<file path="config.mk">
export PLATFORM = sky130hd
export DESIGN_NAME = ed3d_root_step
export DESIGN_NICKNAME = d
export VERILOG_FILES = /design/src/sv/assert_macros.svh /design/src/sv/ed3d_pkg.sv /design/src/sv/ed3d_root_step.sv
export SDC_FILE = /design/constraint.sdc
export NUM_CORES = 1
export LEC_CHECK = 0
export ABC_CLOCK_PERIOD_IN_PS = 5050
export BUFFER_PORTS_ARGS = -buffer_cell sky130_fd_sc_hd__buf_4
export CELL_PAD_IN_SITES_DETAIL_PLACEMENT = 0
export CELL_PAD_IN_SITES_GLOBAL_PLACEMENT = 1
export CORE_MARGIN = 3
export CORE_UTILIZATION = 34
export DETAILED_ROUTE_END_ITERATION = 16
export PLACE_DENSITY_LB_ADDON = 0.1
export SLEW_MARGIN = 10
export SYNTH_ARGS = -nofsm -noshare
export SYNTH_HDL_FRONTEND = slang
export SYNTH_SLANG_ARGS = --single-unit
export TNS_END_PERCENT = 1
</file>
<file path="constraint.sdc">
create_clock -name vclk -period 5.05
set_clock_uncertainty 0.15 [all_clocks]
set_input_delay 1.01 -clock vclk [all_inputs]
set_output_delay 1.01 -clock vclk [all_outputs]
set_load 0.02 [all_outputs]
</file>
<file path="src/sv/assert_macros.svh">
// assertion macros shared by the euclidean distance rtl
`ifndef ASSERT_MACROS_SVH
`define ASSERT_MACROS_SVH

// property that must hold in the same cycle as its trigger
`define ED3D_ASSERT_SAME(label, ante, cons, msg) \
  label: assert property (@(posedge clk) disable iff (!rst_n) (ante) |-> (cons)) \
    else $error(msg);

// property that must hold in the cycle after its trigger
`define ED3D_ASSERT_NEXT(label, ante, cons, msg) \
  label: assert property (@(posedge clk) disable iff (!rst_n) (ante) |=> (cons)) \
    else $error(msg);

`endif

</file>
<file path="src/sv/ed3d_pkg.sv">
// shared constants for the euclidean distance pipeline
package ed3d_pkg;

  // radicand bits taken in by one square root digit step
  localparam int unsigned STEP_BITS = 2;

  // number of coordinate fields packed in one input request
  localparam int unsigned NUM_COORDS = 6;

endpackage

</file>
<file path="src/sv/ed3d_root_step.sv">
// one digit step of the restoring integer square root
module ed3d_root_step #(
  parameter int unsigned ROOT_BITS = 25
) (
  input  logic [ROOT_BITS+1:0]             rem_i,
  input  logic [ROOT_BITS-1:0]             root_i,
  input  logic [ed3d_pkg::STEP_BITS-1:0]   pair_i,
  output logic [ROOT_BITS+1:0]             rem_o,
  output logic [ROOT_BITS-1:0]             root_o
);

  localparam int unsigned SH_W = ROOT_BITS + 2 + ed3d_pkg::STEP_BITS;

  logic [SH_W-1:0] rem_sh;
  logic [SH_W-1:0] trial;
  logic [SH_W-1:0] diff;
  logic            fits;

  // bring down the next radicand pair and try the candidate digit
  always_comb begin
    rem_sh = {rem_i, pair_i};
    trial  = {{(SH_W-ROOT_BITS-2){1'b0}}, root_i, 2'b01};
    fits   = (rem_sh >= trial);
    diff   = rem_sh - trial;
    rem_o  = fits ? diff[ROOT_BITS+1:0] : rem_sh[ROOT_BITS+1:0];
    root_o = {root_i[ROOT_BITS-2:0], fits};
  end

endmodule

</file>
==> out/metrics.yaml <==
synthCells: 296
synth_cell_type_count: 55
cts-resized-gates: 0
cp.buffers_inverters: 3
drive_gt1_frac: 0.4111
post-route-period-util: 0.9688
vias_in_the_first_global_route: 2275
drv_cap: 0
core_footprint_um2: 6131
synth_fp_nets: 377
report.final.hold_viol_count: 0
worst_hold_startpoint: "root_i[16]"
worst_min_delay_path_endpoint: "root_o[17]"
area_used_by_sequential_logic_in_the_layout_um2: 0
post-route-util: 0.4771
track_usage: 0.1474
worst_pin_slew_ps: 521.5
drt_iter0_markers: 107
post-cts-setup-buffers: 0
grt_start_max_net_pins: 16
syn-cell-area_um2: 2240
holdCritPathClass: "in2out"
worst-endpoint-required_ps: 3890
area_delta_synth_final_pct: 30.61
synth-warning-count: 0
critical-path-top-delay-family: "compound AO/OA/AOI/OAI gates"
postCtsHoldBufs: 0
post-dp-hpwl_um: 5233
crit_chain: "buf_4, ha_1, nor2_1, a211oi_2, a31oi_4, o311ai_4, nor2_4, o211ai_2, a2111o_1, buf_4, mux2_2, buf_4"
routed_via_density: 5.111
timing.critical_path.mode_cell: "buf_4"
final.hold.worst_slack_ps: 2077
drv_slew: 0
clockBufferCount: 0
timing.setup.tns_ps: 0
post_route_cell_area_um2: 2925
power_density_nw_per_um2: 168.0
drt_pre_antenna_iters: 4
cpPeakStageDelay_ps: 400
detailed_place.area_um2: 2925
setup_viol: 0
total_number_of_placement_rows: 28
run_status: "completed"
chipWidth_um: 87.16
grt_setup_unrepaired: "false"
num_io_pins: 106
hold-path-cell-count: 2
cp-end-kind: "output pin"
period_needed_ps: 4893
routedWlPerCell_um: 12.98
global_route_wire_length_before_repair_um: 9791
die_span_y_um: 87.16
via_total_after_detailed_routing: 2310
ir_drop_uv: 83.26
max_clock_freq_mhz: 204.4
drc_errors: 0
critical_path_peak_fanout: 13
timing.critical_path.from_type: "input port"
design.final.nets: 460
final_power_mw: 0.4914
design.die.area_um2: 7597
antenna-diode-count: 0
starting_utilization_of_the_core_area: 0.3653
post_synth.cell_area_avg_um2: 7.566
drt-total-wl_um: 5868
slew-limit-headroom: 0.6487
grt-ovfl-total: 0
critPathKind: "in2out"
p_leak_nw: 1.561
initial_antenna_violation_count: 0
crit_slowest_cell: "a211oi_2"
worstPathArrival_ps: 3730
gp_congestion: 0.8714
seq_cells: 0
fraction_of_the_yosys_area_taken_by_sequential_cells: 0
antenna_left: 0
buffer_ports.inserted: 106
area by class of cell:
type / count / area [µm²]
Tap cell: 75 / 93.84
Multi-Input combinational cell: 225 / 1805
Inverter: 34 / 127.6
Timing Repair Buffer: 118 / 898.4
Fill cell: 647 / 3206
layer usage:
layer	wire, µm	share of wire	vias to the layer above	track usage
li1	-	-	1196	-
met1	2587	0.44	1040	0.1987
met2	2873	0.49	72	0.2726
met3	390	0.066	2	0.006623
met4	16	0.0027	0	0.004184
met5	0	0	-	0
cell usage after synthesis (3+ instances only):
cell type | count | area [µm²]
and3_1 | 3 | 18.77
mux2i_1 | 3 | 30.03
xor2_1 | 10 | 87.58
ha_1 | 27 | 337.8
inv_1 | 34 | 127.6
nand3_1 | 8 | 40.04
a31oi_1 | 3 | 18.77
nor3_1 | 6 | 30.03
mux2_4 | 16 | 240.2
o21bai_1 | 3 | 22.52
nand4_1 | 6 | 37.54
nor2b_1 | 4 | 25.02
buf_6 | 4 | 45.04
mux2_2 | 8 | 90.09
a21o_1 | 6 | 45.04
xnor2_1 | 12 | 105.1
o21ai_0 | 14 | 70.07
buf_4 | 27 | 202.7
a21oi_1 | 23 | 115.1
nand2_1 | 17 | 63.81
o21a_1 | 4 | 30.03
nor2_1 | 14 | 52.55
a211oi_1 | 7 | 52.55
metrics by stage:
step | cells | setup WS [ps]
final | 452 | 157.4
after global routing | 452 | 1.470
after CTS | 452 | 101.0
after detailed placement | 452 | 109.3
after global placement | 452 | 169.2
after floorplan | 296 | 463.2
kinds of logic (layout without fill, tap and decap cells):
kind of cell | after synthesis | count (layout) | synth area share
mux | 27 | 27 | 0.1609
xor+xnor | 22 | 22 | 0.08603
buf+inv | 71 | 152 | 0.1938
simple gates | 70 | 70 | 0.1609
compound gates | 79 | 79 | 0.2475
fa+ha+maj | 27 | 27 | 0.1508
where the power goes:
part	switching (mW)	internal (mW)	leakage (nW)	total [mW]
combinational	0.249	0.243	1.56	0.491
clock	0	0	0	0
sequential	0	0	0	0
cell usage in the layout, fill, tap and decap left out, drive strengths merged, types with 2 or more instances in the layout:
cell / n
nand3: 8
and3: 4
o21bai: 3
nor3: 8
ha: 27
nor2: 15
o21ai: 17
nand2: 18
o31a: 2
o21a: 4
buf: 118
or3: 2
nor2b: 4
nand4: 6
a211oi: 8
mux2: 24
xnor2: 12
inv: 34
o211ai: 2
a21oi: 23
a31oi: 4
a21o: 6
o311ai: 2
mux2i: 3
xor2: 10
worst max path at each step:
stage / from / endpoint / cells past startpoint
floorplan: root_i[16] / rem_o[1] / 13
global route: root_i[0] / rem_o[26] / 13
CTS: rem_i[1] / rem_o[26] / 12
global placement: rem_i[18] / rem_o[26] / 12
detailed placement: rem_i[1] / rem_o[26] / 12
finish: rem_i[2] / rem_o[26] / 12
Note: power is estimated with default switching activity, not from simulation.
